===== config.mk =====
export PLATFORM = sky130hd
export DESIGN_NAME = kmi_ctrl
export DESIGN_NICKNAME = d
export VERILOG_FILES = /design/src/rtl/kmi_pkg.sv /design/src/rtl/kmi_ctrl.sv
export SDC_FILE = /design/constraint.sdc
export NUM_CORES = 1
export LEC_CHECK = 0
export BUFFER_PORTS_ARGS = -buffer_cell sky130_fd_sc_hd__buf_4
export CAP_MARGIN = 20
export CORE_MARGIN = 4
export CORE_UTILIZATION = 50
export DETAILED_ROUTE_END_ITERATION = 10
export GPL_TIMING_DRIVEN = 0
export PLACE_DENSITY = 0.76
export SLEW_MARGIN = 20
export SYNTH_ARGS = -nofsm -noshare
export SYNTH_HDL_FRONTEND = slang
export SYNTH_SLANG_ARGS = --single-unit

===== constraint.sdc =====
create_clock -name clk_i -period 2.05 [get_ports clk_i]
set_clock_uncertainty 0.05 [all_clocks]
set_input_delay 0.3075 -clock clk_i [delete_from_list [all_inputs] [get_ports clk_i]]
set_output_delay 0.3075 -clock clk_i [all_outputs]
set_load 0.01 [all_outputs]

===== src/rtl/kmi_pkg.sv =====
// Shared types, constants and helpers for the keyframe motion interpolator.
// No dependencies; imported by every module of the block but kmi_ram.
package kmi_pkg;

  localparam int KMI_MAX_KEYS = 16;

  localparam int DATA_W  = 32;            // Q16.16 values
  localparam int KC_W    = 5;             // key_count register width
  localparam int NUM_W   = DATA_W + KC_W; // elapsed * (n - 1)
  localparam int Q_W     = NUM_W + 16;    // quotient of (num << 16) / duration
  localparam int DCNT_W  = $clog2(Q_W);
  localparam int CIDX_W  = 3;             // config register index width
  localparam int CDAT_W  = 48;            // config data width
  localparam int SAT_W   = 37;

  localparam logic [1:0] REQ_TICK     = 2'd0;
  localparam logic [1:0] REQ_LOAD_POS = 2'd1;
  localparam logic [1:0] REQ_LOAD_ROT = 2'd2;
  localparam logic [1:0] REQ_RESTART  = 2'd3;

  localparam logic [CIDX_W-1:0] REG_DURATION  = 3'd0;
  localparam logic [CIDX_W-1:0] REG_KEY_COUNT = 3'd1;
  localparam logic [CIDX_W-1:0] REG_BASIS_FWD = 3'd2;
  localparam logic [CIDX_W-1:0] REG_BASIS_RGT = 3'd3;
  localparam logic [CIDX_W-1:0] REG_BASIS_UP  = 3'd4;

  typedef struct packed {
    logic       cfg_wr;
    logic       capture;   // input transaction taken
    logic       clear;     // restart
    logic       key_wr;    // write one key component
    logic       sum;       // advance elapsed time
    logic       mul;       // num = elapsed * (n - 1)
    logic       div_ld;
    logic       div_step;
    logic       rd_b;      // second read of a component, latch first
    logic       interp;
    logic       update;
    logic       mul_b;     // basis product
    logic       acc_b;     // basis accumulate
    logic [1:0] comp;
    logic [1:0] row;
  } kmi_cmd_t;

  typedef struct packed {
    logic done;
  } kmi_sts_t;

  function automatic logic [DATA_W-1:0] kmi_sat(input logic signed [SAT_W-1:0] v);
    logic hi_same;
    hi_same = (v[SAT_W-1:DATA_W-1] == '0) || (v[SAT_W-1:DATA_W-1] == '1);
    if (hi_same) return v[DATA_W-1:0];
    else if (v[SAT_W-1]) return 32'h8000_0000;
    else return 32'h7fff_ffff;
  endfunction

endpackage


===== src/rtl/kmi_ctrl.sv =====
// Sequencer for the keyframe motion interpolator: handshakes and step commands.
// Depends on kmi_pkg.
module kmi_ctrl import kmi_pkg::*; (
  input  logic       clk_i,
  input  logic       rst_ni,
  input  logic       in_valid_i,
  output logic       in_stall_o,
  input  logic [1:0] req_type_i,
  output logic       out_valid_o,
  input  logic       out_stall_i,
  input  logic       cfg_valid_i,
  output logic       cfg_ready_o,
  output kmi_cmd_t   cmd_o,
  input  kmi_sts_t   sts_i
);

  localparam logic [3:0] S_IDLE = 4'd0;
  localparam logic [3:0] S_LOAD = 4'd1;
  localparam logic [3:0] S_SUM  = 4'd2;
  localparam logic [3:0] S_MUL  = 4'd3;
  localparam logic [3:0] S_DLD  = 4'd4;
  localparam logic [3:0] S_DIV  = 4'd5;
  localparam logic [3:0] S_RDA  = 4'd6;
  localparam logic [3:0] S_RDB  = 4'd7;
  localparam logic [3:0] S_INT  = 4'd8;
  localparam logic [3:0] S_UPD  = 4'd9;
  localparam logic [3:0] S_MB   = 4'd10;
  localparam logic [3:0] S_AB   = 4'd11;
  localparam logic [3:0] S_OUT  = 4'd12;

  logic [3:0]        state_q, state_d;
  logic [1:0]        comp_q, comp_d;
  logic [1:0]        row_q, row_d;
  logic [DCNT_W-1:0] dcnt_q, dcnt_d;
  logic              in_acc;

  assign in_acc      = in_valid_i && (state_q == S_IDLE);
  assign in_stall_o  = (state_q != S_IDLE);
  assign out_valid_o = (state_q == S_OUT);
  assign cfg_ready_o = (state_q == S_IDLE);

  always_comb begin
    state_d = state_q;
    comp_d  = comp_q;
    row_d   = row_q;
    dcnt_d  = dcnt_q;
    case (state_q)
      S_IDLE: begin
        comp_d = 2'd0;
        row_d  = 2'd0;
        if (in_valid_i) begin
          case (req_type_i)
            REQ_TICK:                   state_d = S_SUM;
            REQ_LOAD_POS, REQ_LOAD_ROT: state_d = S_LOAD;
            default:                    state_d = S_IDLE;
          endcase
        end
      end
      S_LOAD: begin
        comp_d = comp_q + 2'd1;
        if (comp_q == 2'd2) state_d = S_IDLE;
      end
      S_SUM: state_d = S_MUL;
      S_MUL: state_d = sts_i.done ? S_RDA : S_DLD;
      S_DLD: begin
        dcnt_d  = '0;
        state_d = S_DIV;
      end
      S_DIV: begin
        dcnt_d = dcnt_q + 1'b1;
        if (dcnt_q == DCNT_W'(Q_W - 1)) state_d = S_RDA;
      end
      S_RDA: state_d = S_RDB;
      S_RDB: state_d = S_INT;
      S_INT: state_d = S_UPD;
      S_UPD: begin
        if (comp_q == 2'd2) begin
          comp_d  = 2'd0;
          state_d = S_MB;
        end else begin
          comp_d  = comp_q + 2'd1;
          state_d = S_RDA;
        end
      end
      S_MB: state_d = S_AB;
      S_AB: begin
        state_d = S_MB;
        if (comp_q == 2'd2) begin
          comp_d = 2'd0;
          if (row_q == 2'd2) state_d = S_OUT;
          else row_d = row_q + 2'd1;
        end else begin
          comp_d = comp_q + 2'd1;
        end
      end
      S_OUT: if (!out_stall_i) state_d = S_IDLE;
      default: state_d = S_IDLE;
    endcase
  end

  always_comb begin
    cmd_o          = '0;
    cmd_o.cfg_wr   = cfg_valid_i && cfg_ready_o;
    cmd_o.capture  = in_acc;
    cmd_o.clear    = in_acc && (req_type_i == REQ_RESTART);
    cmd_o.key_wr   = (state_q == S_LOAD);
    cmd_o.sum      = (state_q == S_SUM);
    cmd_o.mul      = (state_q == S_MUL);
    cmd_o.div_ld   = (state_q == S_DLD);
    cmd_o.div_step = (state_q == S_DIV);
    cmd_o.rd_b     = (state_q == S_RDB);
    cmd_o.interp   = (state_q == S_INT);
    cmd_o.update   = (state_q == S_UPD);
    cmd_o.mul_b    = (state_q == S_MB);
    cmd_o.acc_b    = (state_q == S_AB);
    cmd_o.comp     = comp_q;
    cmd_o.row      = row_q;
  end

  always_ff @(posedge clk_i or negedge rst_ni) begin
    if (!rst_ni) begin
      state_q <= S_IDLE;
      comp_q  <= '0;
      row_q   <= '0;
      dcnt_q  <= '0;
    end else begin
      state_q <= state_d;
      comp_q  <= comp_d;
      row_q   <= row_d;
      dcnt_q  <= dcnt_d;
    end
  end

endmodule


==> metrics.md, run 1 <==
| Metric | Value |
|---|---|
| Share of post-route cells with drive strength above 1 | `27.65%` |
| Root Buffer | `clkbuf_4` |
| Critical Path AT | `1.61 ns` |
| Wirelength per Cell | `12.81 microns` |
| Worst setup path class | `reg2out` |
| Initial antenna violation count | `0` |
| Gr ovfl total | `0` |
| Initial core utilization | `53.77%` |
| Synth Area in XOR/XNOR | `1.611%` |
| Flop pwr share | `28.4%` |
| Die area | `2984 sq um` |
| Comb pwr share | `60.8%` |
| Io pins | `28` |
| Clock share of power | `a little over a tenth` |
| TritonCTS clock tree | `done` |
| Number of global-route vias before repair | `991` |
| Unrepaired setup endpoints after global routing | `false` |
| Pwr per Cell Area | `984.6 nW/um^2` |
| Setup Slack @ Placement | `0.1213 ns` |
| 1st-pass router iterations | `4` |
| Max clock buf depth | `2` |
| Critical Path Sink Type | `output port` |
| Hold crit path type | `in2reg` |
| Crit-path max cell delay | `0.45 ns` |
| Dpl cells | `193` |
| Max VDD drop | `0.0005931 V` |
| Final ANT Viol Nets | `0` |
| Mux share of post-synthesis cell area | `~3%` |
| Postcts setup bufs | `0` |
| Post-synthesis net count | `about 160` |
| Post-synthesis simple-gate area fraction | `between 20% and 30%` |
| Static Leakage | `0.0006982 uW` |
| Main combinational cell family by area after synthesis | `simple AND/OR/NAND/NOR gates` |
| Worst r2r src | `comp_q[0]` |
| Pint | `772.6 uW` |
| Post-route DRC | `0` |
| Switching part of the total power | `between 40% and 50%` |
| Cell row count | `16` |
| Cells along the critical path | `clkbuf_1 > or2_2 > nor2_1 > buf_4` |
| R2R Setup Slk | `0.12 ns` |
| # clock sinks | `14` |
| Die W | `54.63 microns` |
| Placeable Area | `2022 sq um` |
| Fin. Hold Viols | `0` |
| Final Slew Violations | `0` |
| Synth Area in Compound Gates | `17.38%` |
| First-pass GRT wire length | `4340 microns` |
| H-Tree Depth | `1` |
| Distinct cell type count after synthesis | `35` |
| Hpwl dp | `2024 microns` |
| Syn Inst Count | `139` |
| Max Cap Violations | `0` |
| Setup crit start kind | `register` |
| Diode count | `0` |
| R2r worst-path depth | `6` |
| # nets final | `188` |
| Synthesis Warnings | `0` |
| Total power | `1349 uW` |
| Via-per-instance ratio | `5.391` |
| WL final | `2523 microns` |
| Worst Setup EP | `cmd_o[12]` |
| Final instance count without filler cells | `just under 200` |
| Fin Setup TNS | `0 ns` |
| Die Y | `54.63 microns` |
| Buffers on Ports | `27` |
| CP Launch Point | `state_q[2]` |
| Worst Path Required | `around 1.7 ns` |
| HP Start | `out_stall_i` |
| Pin count of the biggest net entering global routing | `15` |
| CP Max Fanout | `10` |
| Synth Area in Adders | `9.206%` |
| Clock-pin slew on the worst setup and hold paths | `~0.07 ns` |
| Max_slew headroom | `between 70% and 80%` |
| CTS Buf Count | `3` |
| Initial DRC Count | `20` |
| Fmax | `around 510 MHz` |
| Vias | `1062` |
| Seq/Total Area, Yosys | `32.22%` |
| Clk Latency, worst-skew pair | `between 0.2 and 0.3 ns` |
| Synthesis-to-finish area growth | `26.01%` |
| Net switching power | `576.3 uW` |
| Status | `finished clean` |
| Final setup fails | `0` |
| Final worst setup slack | `0.08321 ns` |
| Measured slew at the worst slew-check pin | `0.4373 ns` |
| Layout Utilization | `67.76%` |
| CP max-delay cell | `dfrtp_1` |
| Post-synthesis cell area | `approximately 1100 sq um` |
| GRT Total Usage | `approximately a fifth` |
| Syn avg cell area | `7.822 sq um` |
| Min Clock Period, post-route | `1.967 ns` |
| Synth Register Bits | `14` |
| Period utilisation layout | `95.94%` |
| R2r endpoint | `row_q[0]` |
| Routability cong. | `0.8926` |
==> power by group through the flow <==
stage | logic (uW) | clock network [uW] | registers [uW]
2_1_floorplan | 536 | 0 | 383
3_3_place_gp | 782 | 0 | 384
3_5_place_dp | 808 | 0 | 386
4_1_cts | 813 | 155 | 381
5_1_grt | 912 | 169 | 392
6_report | 820 | 146 | 383
==> cell usage in the layout (no fill, tap or decap), types with 2 or more instances in the layout <==
cell and n:
nand4_1 4, ha_1 8, o211ai_1 2, clkbuf_4 4, nand2_1 14, nor3_1 6
nor2_1 14, nand2b_1 5, mux2_2 2, buf_2 3, and3_1 4, nor2_2 2
dfrtp_1 13, a21oi_1 11, o21ai_0 12, clkbuf_1 2, xor2_1 2, buf_4 29
or3_1 2, inv_1 10, nor2b_1 2
==> cell families (layout without fill, tap and decap cells) <==
family | count (synthesis) | count (layout)
flip-flops | 14 | 14
multiplexers | 3 | 3
AO/OA/AOI/OAI | 32 | 32
AND/OR/NAND/NOR | 61 | 61
XOR/XNOR | 2 | 2
buffers and inverters | 19 | 50
adder cells (fa/ha/maj) | 8 | 8
==> routing by layer <==
metal | vias to the layer above | wire [microns] | track usage, %
met5 | - | 0 | 0
met4 | 0 | 42 | 8.714
met3 | 5 | 176 | 5.177
met2 | 33 | 1253 | 33.27
met1 | 480 | 1051 | 25.25
li1 | 544 | - | -
==> through the flow <==
stage                     hold WS, ns  area, sq um
after global routing           0.3448         1370
after global placement         0.1121         1324
after floorplan              -0.03809         1087
after detailed placement       0.1137         1324
final                          0.3159         1370
after CTS                      0.3108         1356
==> critical path, delay by kind of cell, from the launching register on <==
family	cells	cell delay [ns]
buffers and inverters	2	0.39
DFF	1	0.45
and+or+nand+nor	2	0.50
==> final cells by class <==
| class | instances | area [sq um] |
|---|---|---|
| multi-input cells | 106 | 663.1 |
| fillers | 184 | 651.9 |
| flip-flops and latches | 14 | 351.6 |
| repair buffers | 28 | 212.7 |
| plain buffers | 9 | 48.80 |
| inverters | 10 | 37.54 |
| well taps | 27 | 33.78 |
| clock buffers | 3 | 22.52 |
==> state kept, by name, summed over array words and instances (netlist names) <==
register / flops
dcnt_q: 6
state_q: 4
row_q: 2
comp_q: 2
==> how the worst min path moves through the flow <==
stage,end,cells past startpoint
6_report,state_q[2],3
2_1_floorplan,comp_q[0],0
5_1_grt,state_q[2],3
3_5_place_dp,row_q[0],1
3_3_place_gp,row_q[0],1
4_1_cts,state_q[2],3
==> cells in the mapped netlist (all sizes together) <==
cell / instances / area [sq um]
a21o: 1 / 7.510
a21oi: 12 / 63.81
a22o: 1 / 8.760
a31oi: 1 / 6.260
and2: 1 / 6.260
and3: 4 / 25.02
buf: 7 / 38.78
clkbuf: 2 / 7.510
dfrtp: 14 / 350.3
ha: 8 / 100.1
inv: 10 / 37.54
mux2: 2 / 22.52
mux2i: 1 / 10.01
nand2: 15 / 63.81
nand2b: 5 / 31.28
nand3: 1 / 5.000
nand3b: 1 / 7.510
nand4: 4 / 25.02
nand4bb: 1 / 11.26
nor2: 16 / 60.06
nor2b: 2 / 12.51
nor3: 7 / 35.03
nor3b: 1 / 12.51
o211ai: 2 / 15.01
o21ai: 12 / 60.06
o221a: 1 / 11.26
o2bb2ai: 1 / 8.760
o31ai: 1 / 7.510
or2: 1 / 6.260
or3: 2 / 12.51
xor2: 2 / 17.52
==> repair_timing <==
item | in CTS | in global routing
setup endpoints to repair | 0 | 3
resized for setup | 0 | 5
hold buffers | 1 | 0
hold endpoints to repair | 14 | 0
(Power assumes the default switching activity.)
==> run 2: changes to the inputs <==
CELL_PAD_IN_SITES_DETAIL_PLACEMENT = 2   (was not set)
CELL_PAD_IN_SITES_GLOBAL_PLACEMENT = 2   (was not set)
CORE_UTILIZATION = 29   (was 50)
PLACE_DENSITY = 0.89   (was 0.76)
REMOVE_ABC_BUFFERS = 1   (was not set)
==> metrics.md, run 2 (synthesized netlist as in run 1, its figures left out) <==
| Metric | Value |
|---|---|
| Status | `finished clean (unchanged)` |
| Clock-pin slew on the worst setup and hold paths | `0.06 ns (was 0.07 ns)` |
| Diode count | `0 (unchanged)` |
| Setup crit start kind | `register (unchanged)` |
| Max reg flops | `6 (unchanged)` |
| Share of post-route cells with drive strength above 1 | `27.33% (was 27.65%)` |
| # nets final | `179 (was 188)` |
| Root Buffer | `clkbuf_8 (was clkbuf_4)` |
| CP Max Fanout | `6 (was 10)` |
| Most common cell after layout, fill and taps aside | `buf_4 (unchanged)` |
| Die W | `69.23 microns (was 54.63 microns)` |
| Fmax | `521.2 MHz (was 508.4 MHz)` |
| Gr ovfl total | `0 (unchanged)` |
| Max VDD drop | `0.0003089 V (was 0.0005931 V)` |
| HP Start | `out_stall_i (unchanged)` |
| Initial antenna violation count | `0 (unchanged)` |
| Die Y | `69.23 microns (was 54.63 microns)` |
| Final setup fails | `0 (unchanged)` |
| Cells along the critical path | `inv_1 > ha_2 > nand2_1 > or3_1 > a21oi_2 > mux2_2 (was clkbuf_1 > or2_2 > nor2_1 > buf_4)` |
| Unrepaired setup endpoints after global routing | `false (unchanged)` |
| Fin Setup TNS | `0 ns (unchanged)` |
| Total power | `1411 uW (was 1349 uW)` |
| Dpl cells | `203 (was 193)` |
| CP Buf/Inv Count | `1 (was 2)` |
| Worst Path Required | `2.13 ns (was 1.69 ns)` |
| Hold worst-path end | `state_q[2] (unchanged)` |
| WL final | `3315 microns (was 2523 microns)` |
| CP max-delay cell | `dfrtp_1 (unchanged)` |
| TritonCTS clock tree | `done (unchanged)` |
| Hold crit path type | `in2reg (unchanged)` |
| Buffers on Ports | `27 (unchanged)` |
| Largest regs | `dcnt_q x6, state_q x4 (unchanged)` |
| CTS Buf Count | `3 (unchanged)` |
| Measured slew at the worst slew-check pin | `0.4350 ns (was 0.4373 ns)` |
| Critical Path AT | `2.00 ns (was 1.61 ns)` |
| Post-route DRC | `0 (unchanged)` |
| Vias | `1078 (was 1062)` |
| Worst setup path class | `reg2reg (was reg2out)` |
| Final ANT Viol Nets | `0 (unchanged)` |
| Setup Slack @ Placement | `-0.02535 ns (was 0.1213 ns)` |
| Max_slew headroom | `71.00% (was 70.85%)` |
| Initial core utilization | `31.35% (was 53.77%)` |
| Max clock buf depth | `2 (unchanged)` |
| Hpwl dp | `2537 microns (was 2024 microns)` |
| Most frequent cells in the layout | `27 x buf_4, 15 x nor2_1, 14 x nand2_1, 12 x o21ai_0, 11 x a21oi_1 (was 29 x buf_4, 14 x nor2_1, 14 x nand2_1, 13 x dfrtp_1, 12 x o21ai_0)` |
| # clock sinks | `14 (unchanged)` |
| Initial DRC Count | `14 (was 20)` |
| Placeable Area | `3468 sq um (was 2022 sq um)` |
| Synthesis-to-finish area growth | `25.78% (was 26.01%)` |
| Pwr per Cell Area | `1032 nW/um^2 (was 984.6 nW/um^2)` |
| R2R Setup Slk | `0.13 ns (was 0.12 ns)` |
| Final instance count without filler cells | `207 (was 197)` |
| Cell row count | `21 (was 16)` |
| Final Slew Violations | `0 (unchanged)` |
| First-pass GRT wire length | `5678 microns (was 4340 microns)` |
| GRT Total Usage | `14.48% (was 20.42%)` |
| Max Cap Violations | `0 (unchanged)` |
| Critical Path Sink Type | `register (was output port)` |
| Number of global-route vias before repair | `1189 (was 991)` |
| Crit-path max cell delay | `0.42 ns (was 0.45 ns)` |
| Min Clock Period, post-route | `1.918 ns (was 1.967 ns)` |
| R2r endpoint | `row_q[1] (was row_q[0])` |
| Top reg by flops | `dcnt_q (unchanged)` |
| Wirelength per Cell | `16.01 microns (was 12.81 microns)` |
| Pin count of the biggest net entering global routing | `24 (was 15)` |
| Final worst setup slack | `0.1315 ns (was 0.08321 ns)` |
| Hold path depth | `3 (unchanged)` |
| Die area | `4793 sq um (was 2984 sq um)` |
| R2r worst-path depth | `6 (unchanged)` |
| Via-per-instance ratio | `5.208 (was 5.391)` |
| Io pins | `28 (unchanged)` |
| Layout Utilization | `39.43% (was 67.76%)` |
| Clk Latency, worst-skew pair | `0.24 ns (was 0.27 ns)` |
| Worst r2r src | `comp_q[0] (unchanged)` |
| Routability cong. | `0.7687 (was 0.8926)` |
| H-Tree Depth | `1 (unchanged)` |
| Fin. Hold Viols | `0 (unchanged)` |
| Crit-path leading delay family | `flip-flops (was simple AND/OR/NAND/NOR gates)` |
| Period utilisation layout | `93.59% (was 95.94%)` |
| 1st-pass router iterations | `2 (was 4)` |
| Static Leakage | `0.0006670 uW (was 0.0006982 uW)` |
| Postcts setup bufs | `0 (unchanged)` |
[run 2: report_power, final]
group          internal (uW)  switching [uW]
Clock                    130            96.2
Sequential               334             151
Combinational            338             362
[run 2: cell type report]
cell class	instances	area, sq um
Sequential cell	14	355.3
Tap cell	46	57.56
Inverter	10	37.54
Clock buffer	3	41.29
Timing Repair Buffer	28	212.7
Fill cell	419	2101
Multi-Input combinational cell	106	663.1
[run 2: timing repair]
item,CTS,global route
gates cloned,0,0
endpoints found under the hold margin,14,0
endpoints found under the setup margin,10,5
hold buffers,1,0
resized for setup,4,3
[run 2: per-layer routing]
layer  wire length, microns  up-vias  GRT usage, %
met2                   1703       25         26.06
met1                   1434      528         16.64
met5                      0        -             0
met4                     44        0         5.857
met3                    132        4         2.754
li1                       -      521             -
[run 2: how the worst max path moves through the flow]
stage                    start  slack [ns]  cells past startpoint         to
floorplan            comp_q[0]        0.23                      6   row_q[0]
global placement    state_q[1]        0.02                      4   row_q[1]
detailed placement  state_q[1]       -0.03                      4   row_q[1]
CTS                 state_q[2]        0.01                      3  cmd_o[10]
global route         comp_q[0]        0.03                      6   row_q[1]
finish               comp_q[0]        0.13                      6   row_q[1]
[run 2: worst reg2reg max path, delay by kind of cell (launching register included)]
kind                       cells  cell delay (ns)
DFF                            1             0.42
and+or+nand+nor                2             0.39
muxes                          1             0.35
adders and majority gates      1             0.25
AOI/OAI and AO/OA              1             0.18
buffers and inverters          1             0.15
[run 2: metrics by stage]
| stage | hold WS, ns | cell area [sq um] |
|---|---|---|
| final | 0.3540 | 1368 |
| after global routing | 0.3808 | 1368 |
| after CTS | 0.3553 | 1361 |
| after detailed placement | 0.1232 | 1301 |
| after global placement | 0.1243 | 1301 |
| after floorplan | -0.03809 | 1041 |
